File: src/tpm_pkg.sv
`default_nettype none

package tpm_pkg;

  typedef enum logic [1:0] {
    FUNC_CLEAR   = 2'd0,
    FUNC_PATTERN = 2'd1,
    FUNC_END     = 2'd2,
    FUNC_TEXT    = 2'd3
  } func_e;

  typedef enum logic {
    KIND_MATCH = 1'b0,
    KIND_FULL  = 1'b1
  } kind_e;

  typedef struct packed {
    logic [1:0] func;
    logic [7:0] data_byte;
    logic       text_start;
  } req_t;

  typedef struct packed {
    logic        kind;
    logic [31:0] position;
  } rsp_t;

  typedef struct packed {
    logic push;
    rsp_t rsp;
  } push_t;

endpackage

`default_nettype wire

File: src/tpm_out_stage.sv
`default_nettype none

module tpm_out_stage (
  input  wire logic          clk_i,
  input  wire logic          rst_ni,
  input  wire tpm_pkg::push_t push_i,
  output logic               full_o,
  output logic               out_valid_o,
  input  wire logic          out_stall_i,
  output tpm_pkg::rsp_t      out_rsp_o
);
  import tpm_pkg::*;

  logic valid_q;
  rsp_t rsp_q;

  assign full_o      = valid_q && out_stall_i;
  assign out_valid_o = valid_q;
  assign out_rsp_o   = rsp_q;

  always_ff @(posedge clk_i or negedge rst_ni) begin
    if (!rst_ni) begin
      valid_q <= 1'b0;
      rsp_q   <= '0;
    end else if (push_i.push && !full_o) begin
      valid_q <= 1'b1;
      rsp_q   <= push_i.rsp;
    end else if (!out_stall_i) begin
      valid_q <= 1'b0;
    end
  end

endmodule

`default_nettype wire

File: config.mk
export PLATFORM = sky130hd
export DESIGN_NAME = tpm_out_stage
export DESIGN_NICKNAME = d
export VERILOG_FILES = /design/src/tpm_pkg.sv /design/src/tpm_out_stage.sv
export SDC_FILE = /design/constraint.sdc
export NUM_CORES = 1
export LEC_CHECK = 0
export BUFFER_PORTS_ARGS = -buffer_cell sky130_fd_sc_hd__buf_2
export CORE_MARGIN = 8
export CORE_UTILIZATION = 43
export CTS_CLUSTER_SIZE = 28
export DETAILED_ROUTE_END_ITERATION = 10
export PLACE_DENSITY_LB_ADDON = 0.25
export SLEW_MARGIN = 10
export SYNTH_ARGS = -nofsm -noshare
export SYNTH_HDL_FRONTEND = slang
export SYNTH_SLANG_ARGS = --single-unit
File: constraint.sdc
create_clock -name clk_i -period 1.5 [get_ports clk_i]
set_input_delay 0.15 -clock clk_i [delete_from_list [all_inputs] [get_ports clk_i]]
set_output_delay 0.15 -clock clk_i [all_outputs]
set_load 0.1 [all_outputs]
==> reports/qor.json, run 1 <==
{
  "placement": {
    "gpl.final_weighted_congestion": 0.6757,
    "detailed_place_hpwl_microns": 2324,
    "portBuffers": 71,
    "post_dp_cell_area_sq_um": 1683,
    "preCtsSetupSlack_ns": 0.1338
  },
  "synth": {
    "yosysTopAreaCellShare": 0.6583,
    "synth-adder-area-share": 0,
    "synth_edf_count": 0,
    "synth-compound-area-share": 0.01452,
    "synth_seq_cells": 34,
    "yosys_most_used_dff": "sky130_fd_sc_hd__dfrtp_1",
    "synth_nets": 110,
    "commonest_cells_in_the_netlist": "sky130_fd_sc_hd__dfrtp_1, sky130_fd_sc_hd__mux2_2, sky130_fd_sc_hd__clkbuf_8, sky130_fd_sc_hd__mux2_1",
    "synthCells": 73,
    "synth_top_family_by_area": "multiplexers",
    "top_cells_by_area_synth": "sky130_fd_sc_hd__dfrtp_1, sky130_fd_sc_hd__mux2_2, sky130_fd_sc_hd__clkbuf_8, sky130_fd_sc_hd__mux2_1, sky130_fd_sc_hd__a21boi_4",
    "synth.lib_cells_used.distinct": 8,
    "post_synth_and_or_nand_nor_area_fraction": 0.009681,
    "async_set_or_reset_register_ratio_after_synthesis": 1.000,
    "yosys-mux-area-fraction": 0.2875,
    "synthMostInstantiatedCell": "sky130_fd_sc_hd__dfrtp_1",
    "post_synthesis_sequential_area_ratio": 0.6583,
    "cell_taking_the_most_area_after_synthesis": "sky130_fd_sc_hd__dfrtp_1",
    "netlist_area_sq_um": 1292,
    "yosys_warn_count": 0,
    "syn_area_per_cell_sq_um": 17.71,
    "post_synth_xor_area_fraction": 0
  },
  "timing": {
    "finalWorstSetupSlack_ns": 0.09420,
    "finalCritPeriodShare": 0.9372,
    "maxSlewHeadroom": 0.6697,
    "period_minus_slack_ns": 1.406,
    "count_of_pins_over_their_slew_limit": 0,
    "grt_setup_unrepaired": "false",
    "timing.clock.skew_ns": 0.005878,
    "hold_violations": 0,
    "clock.fmax_mhz": 711.3,
    "final.setup.tns_ns": 0,
    "tightest_slew_ns": 0.4989,
    "setup_viol": 0
  },
  "global_routing": {
    "grt_first_pass_wirelength_microns": 5092,
    "antenna_found_initial": 0,
    "globalRoute.totalOverflow": 0,
    "largest_net_degree_at_the_start_of_global_routing": 34,
    "via_count_of_the_first_global_routing_pass": 1083,
    "grt_util_all_layers": 0.1283
  },
  "status": {
    "run_status": "completed"
  },
  "floorplanning": {
    "die_area_sq_um": 5016,
    "top_level_ports": 72,
    "die_height_microns": 70.83,
    "die_width_microns": 70.83,
    "start_util": 0.4377,
    "fp-row-count": 20,
    "core_region_area_sq_um": 2953
  },
  "finish": {
    "diodes": 0,
    "finalCoreUtilization": 0.6038,
    "syn2layout_area_growth_pct": 37.95,
    "layout-drive-gt1-share": 0.7582,
    "final_design_area_no_fill_sq_um": 1783,
    "nNetsFinal": 189
  },
  "clock_tree": {
    "clockBufferDepth": 2,
    "htreeDepth": 2,
    "post_cts_buffers": 0,
    "skew_pair_late_insertion_delay_ns": 0.33,
    "cts_made_buffers": 5,
    "root_buffer": "sky130_fd_sc_hd__clkbuf_4",
    "cts_sinks": 34,
    "clkSlewWorstSetupHoldPaths_ns": 0.10,
    "cts_tree": "yes"
  },
  "critical_path": {
    "timing.critical_path.required_ns": 1.35,
    "crit_path_max_fo": 3,
    "worst_setup_path_end_kind": "output port",
    "timing.critical_path.arrival_ns": 1.26,
    "startpoint_type": "flop",
    "timing_worst_setup_path_type": "flop to output port"
  },
  "detailed_routing": {
    "initialDrtViolationCount": 18,
    "wl_per_cell_microns": 15.75,
    "detail-route-antenna-nets": 0,
    "met3_length_microns": 335,
    "m1WireLength_microns": 1058,
    "detailroute.wirelength.met2_microns": 1484,
    "routed_wl_microns": 2929,
    "drt_pre_antenna_iters": 3,
    "detailroute.via_count": 898,
    "highest_layer": "met4",
    "routed_via_density": 4.828,
    "drcViolationCount": 0
  },
  "worst_hold_path": {
    "timing.hold.worst.class": "primary input to flop"
  },
  "power_and_ir_drop": {
    "vdd.ir_drop.worst_v": 0.0007655,
    "leakage_power_figure_nw": 0.8849,
    "powerDensity_nw_per_um2": 1780
  },
  "flow_run": {
    "max-cap-violations": 0
  }
}
## metal layers
layer | global-route usage | vias to the layer above
li1 | - | 413
met1 | 0.1187 | 435
met2 | 0.2194 | 44
met3 | 0.08475 | 6
met4 | 0.04850 | 0
met5 | 0 | -
## report_power, final
part	switching (mW)	internal [mW]
Sequential	0.0647	1.05
Combinational	1.17	0.251
Clock	0.296	0.345
Total	1.53	1.65
## state kept, by name, summed over array words and instances (netlist names)
register and cells:
out_rsp_o 33, out_valid_o 1
## metrics by stage
stage / hold WS (ns) / power (mW) / cells
2_1_floorplan: -0.1456 / 2.300 / 73
3_3_place_gp: 0.1064 / 2.538 / 176
3_5_place_dp: 0.1158 / 2.561 / 176
4_1_cts: 0.007929 / 3.213 / 185
5_1_grt: 0.009962 / 3.296 / 186
6_report: 0.03457 / 3.174 / 186
## logic make-up after synthesis
logic type / after synthesis
buf+inv: 3
flops: 34
mux: 33
compound gates: 1
simple gates: 2
## cell usage in the layout, fill, tap and decap left out
master	n
sky130_fd_sc_hd__buf_2	70
sky130_fd_sc_hd__dfrtp_1	33
sky130_fd_sc_hd__mux2_2	31
sky130_fd_sc_hd__clkbuf_4	5
sky130_fd_sc_hd__mux2_1	2
sky130_fd_sc_hd__clkinv_2	2
sky130_fd_sc_hd__dlygate4sd3_1	2
sky130_fd_sc_hd__buf_4	2
sky130_fd_sc_hd__and2_2	1
sky130_fd_sc_hd__a21boi_4	1
sky130_fd_sc_hd__or2_2	1
sky130_fd_sc_hd__bufinv_16	1
sky130_fd_sc_hd__dfrtp_4	1
sky130_fd_sc_hd__buf_12	1
## worst max-delay path, stage by stage (launching register included)
cell and delay, ns:
sky130_fd_sc_hd__dfrtp_4 0.51, sky130_fd_sc_hd__and2_2 0.19, sky130_fd_sc_hd__buf_4 0.23
## final cells by class
type / instances / area, sq um
Fill cell: 251 / 1170
Sequential cell: 34 / 854.6
Timing Repair Buffer: 75 / 405.4
Multi-Input combinational cell: 36 / 404.1
Tap cell: 33 / 41.29
Clock inverter: 3 / 40.04
Clock buffer: 5 / 37.54
## repair_timing
item	4_1_cts	5_1_grt
hold buffers	1	1
resized for setup	1	0
hold endpoints to repair	19	1
endpoints found under the setup margin	1	0
## final timing paths
kind,endpoint,start,cells past startpoint,slack (ns)
max in group asynchronous,out_rsp_o[10],rst_ni,3,0.67
worst max-delay path,full_o,out_valid_o,2,0.09
worst min-delay path,out_valid_o,push_i[33],2,0.03
min in group asynchronous,out_rsp_o[15],rst_ni,2,0.29
worst max register to register,out_rsp_o[12],out_valid_o,3,0.14
worst min register to register,out_rsp_o[0],out_rsp_o[0],1,0.49
Power figures use the tool's default switching activity.
==> run 2, diff against run 1 <==
BUFFER_PORTS_ARGS = default   (was -buffer_cell sky130_fd_sc_hd__buf_2)
CORE_UTILIZATION = 60   (was 43)
DONT_BUFFER_PORTS = 1   (was default)
==> run 2 against run 1 <==
Effect of this change: the flow now stops in 4_1_cts; area after synthesis stayed put; synthesized cell count did not move.
==> reports/qor.json, run 2 <==
{
  "status": {
    "error": "[ERROR DPL-0033] detailed placement checks failed during check placement.",
    "failing_step": "4_1_cts",
    "run_status": {"value": "aborted with a tool error", "change": "was completed"}
  },
  "synth": {
    "yosys_most_used_dff": {"value": "sky130_fd_sc_hd__dfrtp_1", "change": "unchanged"},
    "synth.lib_cells_used.distinct": {"value": 8, "change": "unchanged"},
    "syn_area_per_cell": {"value": 17.71, "unit": "sq um", "change": "unchanged"},
    "commonest_cells_in_the_netlist": {"value": "sky130_fd_sc_hd__dfrtp_1, sky130_fd_sc_hd__mux2_2, sky130_fd_sc_hd__clkbuf_8, sky130_fd_sc_hd__mux2_1", "change": "unchanged"},
    "yosys_warn_count": {"value": 0, "change": "unchanged"},
    "post_synthesis_sequential_area_ratio": {"value": 0.6583, "change": "unchanged"},
    "synthCells": {"value": 73, "change": "unchanged"},
    "synthMostInstantiatedCell": {"value": "sky130_fd_sc_hd__dfrtp_1", "change": "unchanged"},
    "top_cells_by_area_synth": {"value": "sky130_fd_sc_hd__dfrtp_1, sky130_fd_sc_hd__mux2_2, sky130_fd_sc_hd__clkbuf_8, sky130_fd_sc_hd__mux2_1, sky130_fd_sc_hd__a21boi_4", "change": "unchanged"},
    "netlist_area": {"value": 1292, "unit": "sq um", "change": "unchanged"},
    "synth_edf_count": {"value": 0, "change": "unchanged"},
    "async_set_or_reset_register_ratio_after_synthesis": {"value": 1.000, "change": "unchanged"},
    "cell_taking_the_most_area_after_synthesis": {"value": "sky130_fd_sc_hd__dfrtp_1", "change": "unchanged"},
    "yosysTopAreaCellShare": {"value": 0.6583, "change": "unchanged"},
    "synth_seq_cells": {"value": 34, "change": "unchanged"},
    "synth_nets": {"value": 110, "change": "unchanged"}
  },
  "floorplanning": {
    "top_level_ports": {"value": 72, "change": "unchanged"},
    "fp-row-count": {"value": 17, "change": "was 20"},
    "die_width": {"value": 62.41, "unit": "microns", "change": "was 70.83 microns"},
    "die_height": {"value": 62.41, "unit": "microns", "change": "was 70.83 microns"},
    "start_util": {"value": 0.6076, "change": "was 0.4377"}
  },
  "clock_tree": {
    "cts_sinks": {"value": 34, "change": "unchanged"},
    "post_cts_resized": {"value": 0, "change": "was 1"},
    "clockBufferDepth": {"value": 2, "change": "unchanged"},
    "post_cts_buffers": {"value": 0, "change": "unchanged"},
    "holdBufCountCts": {"value": 36, "change": "was 1"},
    "cts_made_buffers": {"value": 5, "change": "unchanged"},
    "htreeDepth": {"value": 2, "change": "unchanged"},
    "root_buffer": {"value": "sky130_fd_sc_hd__clkbuf_4", "change": "unchanged"}
  },
  "placement": {
    "detailed_place_hpwl": {"value": 2051, "unit": "microns", "change": "was 2324 microns"},
    "portBuffers": {"value": 0, "change": "was 71"},
    "gpl.final_weighted_congestion": {"value": 0.6689, "change": "was 0.6757"},
    "dp.cells": {"value": 134, "change": "was 176"}
  }
}
## run 2: cell counts after synthesis
No cell type changed its count.
## run 2: stage by stage
step / setup WS, ns / setup TNS, ns / instance area [sq um] / utilization
3_5_place_dp: 0.1452 / 0 / 1589 / 0.7471
3_3_place_gp: 0.1839 / 0 / 1589 / 0.7471
2_1_floorplan: -0.02050 / -0.4101 / 1297 / -
## run 2: cell families after synthesis
family / count (synthesis) / synth area share
buffers and inverters: 3 / 0.03001
multiplexers: 33 / 0.2875
AO/OA/AOI/OAI: 1 / 0.01452
flip-flops: 34 / 0.6583
AND/OR/NAND/NOR: 2 / 0.009687
==> run 3, diff against run 2 <==
CORE_AREA = 8 8 69 71   (was default)
CORE_MARGIN = default   (was 8)
CORE_UTILIZATION = default   (was 60)
CTS_CLUSTER_SIZE = default   (was 28)
DIE_AREA = 0 0 77 79   (was default)
PLACE_DENSITY_LB_ADDON = 0.15   (was 0.25)
==> run 3 against run 2 <==
Effect of this change: the flow now finishes without violations.
==> reports/qor.json, run 3 (synthesis gave the netlist of run 1 again) <==
{
  "placement": {
    "portBuffers": {"value": 0, "change": "unchanged"},
    "post_dp_cell_area": {"value": 1637, "unit": "sq um", "change": "was 1589 sq um"},
    "gpl.final_weighted_congestion": {"value": 0.6096, "change": "was 0.6689"},
    "dp.cells": {"value": 157, "change": "was 134"},
    "detailed_place_hpwl": {"value": 2174, "unit": "microns", "change": "was 2051 microns"}
  },
  "finish": {
    "final_design_area_no_fill_sq_um": 1798,
    "diodes": 0,
    "final_cell_mix": "sky130_fd_sc_hd__buf_4, sky130_fd_sc_hd__dfrtp_1, sky130_fd_sc_hd__mux2_2",
    "layout-drive-gt1-share": 0.6612,
    "most_common_cell_after_layout_fill_and_taps_aside": "sky130_fd_sc_hd__buf_4",
    "syn2layout_area_growth_pct": 39.11,
    "nNetsFinal": 157,
    "final_cell_count_no_fill": 171,
    "largest_reg_flops": 33
  },
  "floorplanning": {
    "die_height": {"value": 79, "unit": "microns", "change": "was 62.41 microns"},
    "die_area_sq_um": 6083,
    "core_region_area_sq_um": 3799,
    "die_width": {"value": 77, "unit": "microns", "change": "was 62.41 microns"},
    "start_util": {"value": 0.3403, "change": "was 0.6076"},
    "top_level_ports": {"value": 72, "change": "unchanged"},
    "fp-row-count": {"value": 23, "change": "was 17"}
  },
  "critical_path": {
    "worstPathCellList": "a21boi_4, buf_12, mux2_2",
    "timing_worst_setup_path_type": "flop to flop",
    "timing.critical_path.arrival_ns": 1.50,
    "path_buf_inv": 1,
    "critical_path.slowest_cell": "sky130_fd_sc_hd__dfrtp_4",
    "critical-path-top-delay-family": "flip-flops",
    "startpoint_type": "flop",
    "crit_path_max_fo": 18,
    "worst_setup_path_end_kind": "flop",
    "cpPeakStageDelay_ns": 0.49,
    "timing.critical_path.required_ns": 1.66
  },
  "timing": {
    "timing.clock.skew_ns": 0.005782,
    "tightest_slew_ns": 0.2896,
    "finalCritPeriodShare": 0.8958,
    "count_of_pins_over_their_slew_limit": 0,
    "maxSlewHeadroom": 0.8085,
    "grt_setup_unrepaired": "false",
    "hold_slack_ns": 0.01943,
    "period_minus_slack_ns": 1.344,
    "final.setup.tns_ns": 0,
    "clock.fmax_mhz": 744.2,
    "hold_violations": 0,
    "setup_viol": 0
  },
  "global_routing": {
    "globalRoute.totalOverflow": 0,
    "antenna_found_initial": 0,
    "via_count_of_the_first_global_routing_pass": 903,
    "largest_net_degree_at_the_start_of_global_routing": 35,
    "grt_first_pass_wirelength_microns": 4554,
    "grt_util_all_layers": 0.09729
  },
  "power_and_ir_drop": {
    "leakage_power_figure_nw": 0.8060,
    "vdd.ir_drop.worst_v": 0.0006951,
    "powerDensity_nw_per_um2": 1818
  },
  "clock_tree": {
    "cts_tree": "yes",
    "root_buffer": {"value": "sky130_fd_sc_hd__clkbuf_8", "change": "was sky130_fd_sc_hd__clkbuf_4"},
    "clockBufferDepth": {"value": 2, "change": "unchanged"},
    "clkSlewWorstSetupHoldPaths_ns": 0.07,
    "skew_pair_late_insertion_delay_ns": 0.28,
    "htreeDepth": {"value": 2, "change": "unchanged"},
    "cts_sinks": {"value": 34, "change": "unchanged"},
    "cts_made_buffers": {"value": 5, "change": "unchanged"},
    "post_cts_buffers": {"value": 0, "change": "unchanged"}
  },
  "detailed_routing": {
    "initialDrtViolationCount": 25,
    "detail-route-antenna-nets": 0,
    "wl_per_cell_microns": 16.58,
    "drt_pre_antenna_iters": 2,
    "routed_via_density": 4.374,
    "detailroute.via_count": 748,
    "routed_wl_microns": 2835,
    "drcViolationCount": 0
  },
  "worst_hold_path": {
    "timing.hold.worst.class": "primary input to flop"
  },
  "flow_run": {
    "max-cap-violations": 0
  },
  "status": {
    "run_status": {"value": "completed", "change": "was aborted with a tool error"}
  }
}
[run 3: worst paths after layout]
check | end | slack, ns | depth (start not counted) | start
max | out_rsp_o[6] | 0.16 | 3 | out_valid_o
min | out_rsp_o[5] | 0.02 | 1 | push_i[5]
max in group asynchronous | out_valid_o | 0.98 | 2 | rst_ni
min in group asynchronous | out_rsp_o[25] | 0.33 | 2 | rst_ni
max reg2reg | out_rsp_o[6] | 0.16 | 3 | out_valid_o
min reg2reg | out_rsp_o[1] | 0.49 | 1 | out_rsp_o[1]
[run 3: layout make-up]
cell class | count | area (sq um)
fillers | 362 | 2001
flip-flops and latches | 34 | 854.6
repair buffers | 43 | 385.4
well taps | 50 | 62.56
clock buffers | 7 | 86.33
clock inverters | 1 | 5.005
multi-input cells | 36 | 404.1
[run 3: worst register-to-register path, cell delays in order (launching register included)]
cell	delay (ns)
sky130_fd_sc_hd__dfrtp_4	0.49
sky130_fd_sc_hd__a21boi_4	0.21
sky130_fd_sc_hd__buf_12	0.18
sky130_fd_sc_hd__mux2_2	0.35
[run 3: timing repair]
item,in CTS,in global routing
endpoints found under the hold margin,37,1
setup endpoints to repair,0,0
gates resized for setup,0,0
hold buffers,5,1
[run 3: metal layers]
metal	GRT usage	routed length, microns	part of all wire
met5	0	0	0
met3	0.07336	338	0.12
met1	0.08759	970	0.34
met2	0.1631	1509	0.53
met4	0.03962	17	0.0060
[run 3: report_power, final]
| part | internal, mW | switching, mW | leakage [nW] | total (mW) |
|---|---|---|---|---|
| Sequential | 1.05 | 0.0647 | 0.396 | 1.12 |
| Clock | 0.370 | 0.303 | 0.0482 | 0.673 |
| Combinational | 0.320 | 1.16 | 0.361 | 1.48 |
[run 3: per-stage QoR]
step                        util  power [mW]  setup slack (ns)
after detailed placement  0.4308       2.594            0.1436
after CTS                 0.4707       3.321            0.1391
after floorplan                -       2.300          -0.02050
after global routing      0.4733       3.398           0.09357
final                     0.4733       3.269            0.1563
after global placement    0.4308       2.579            0.1822
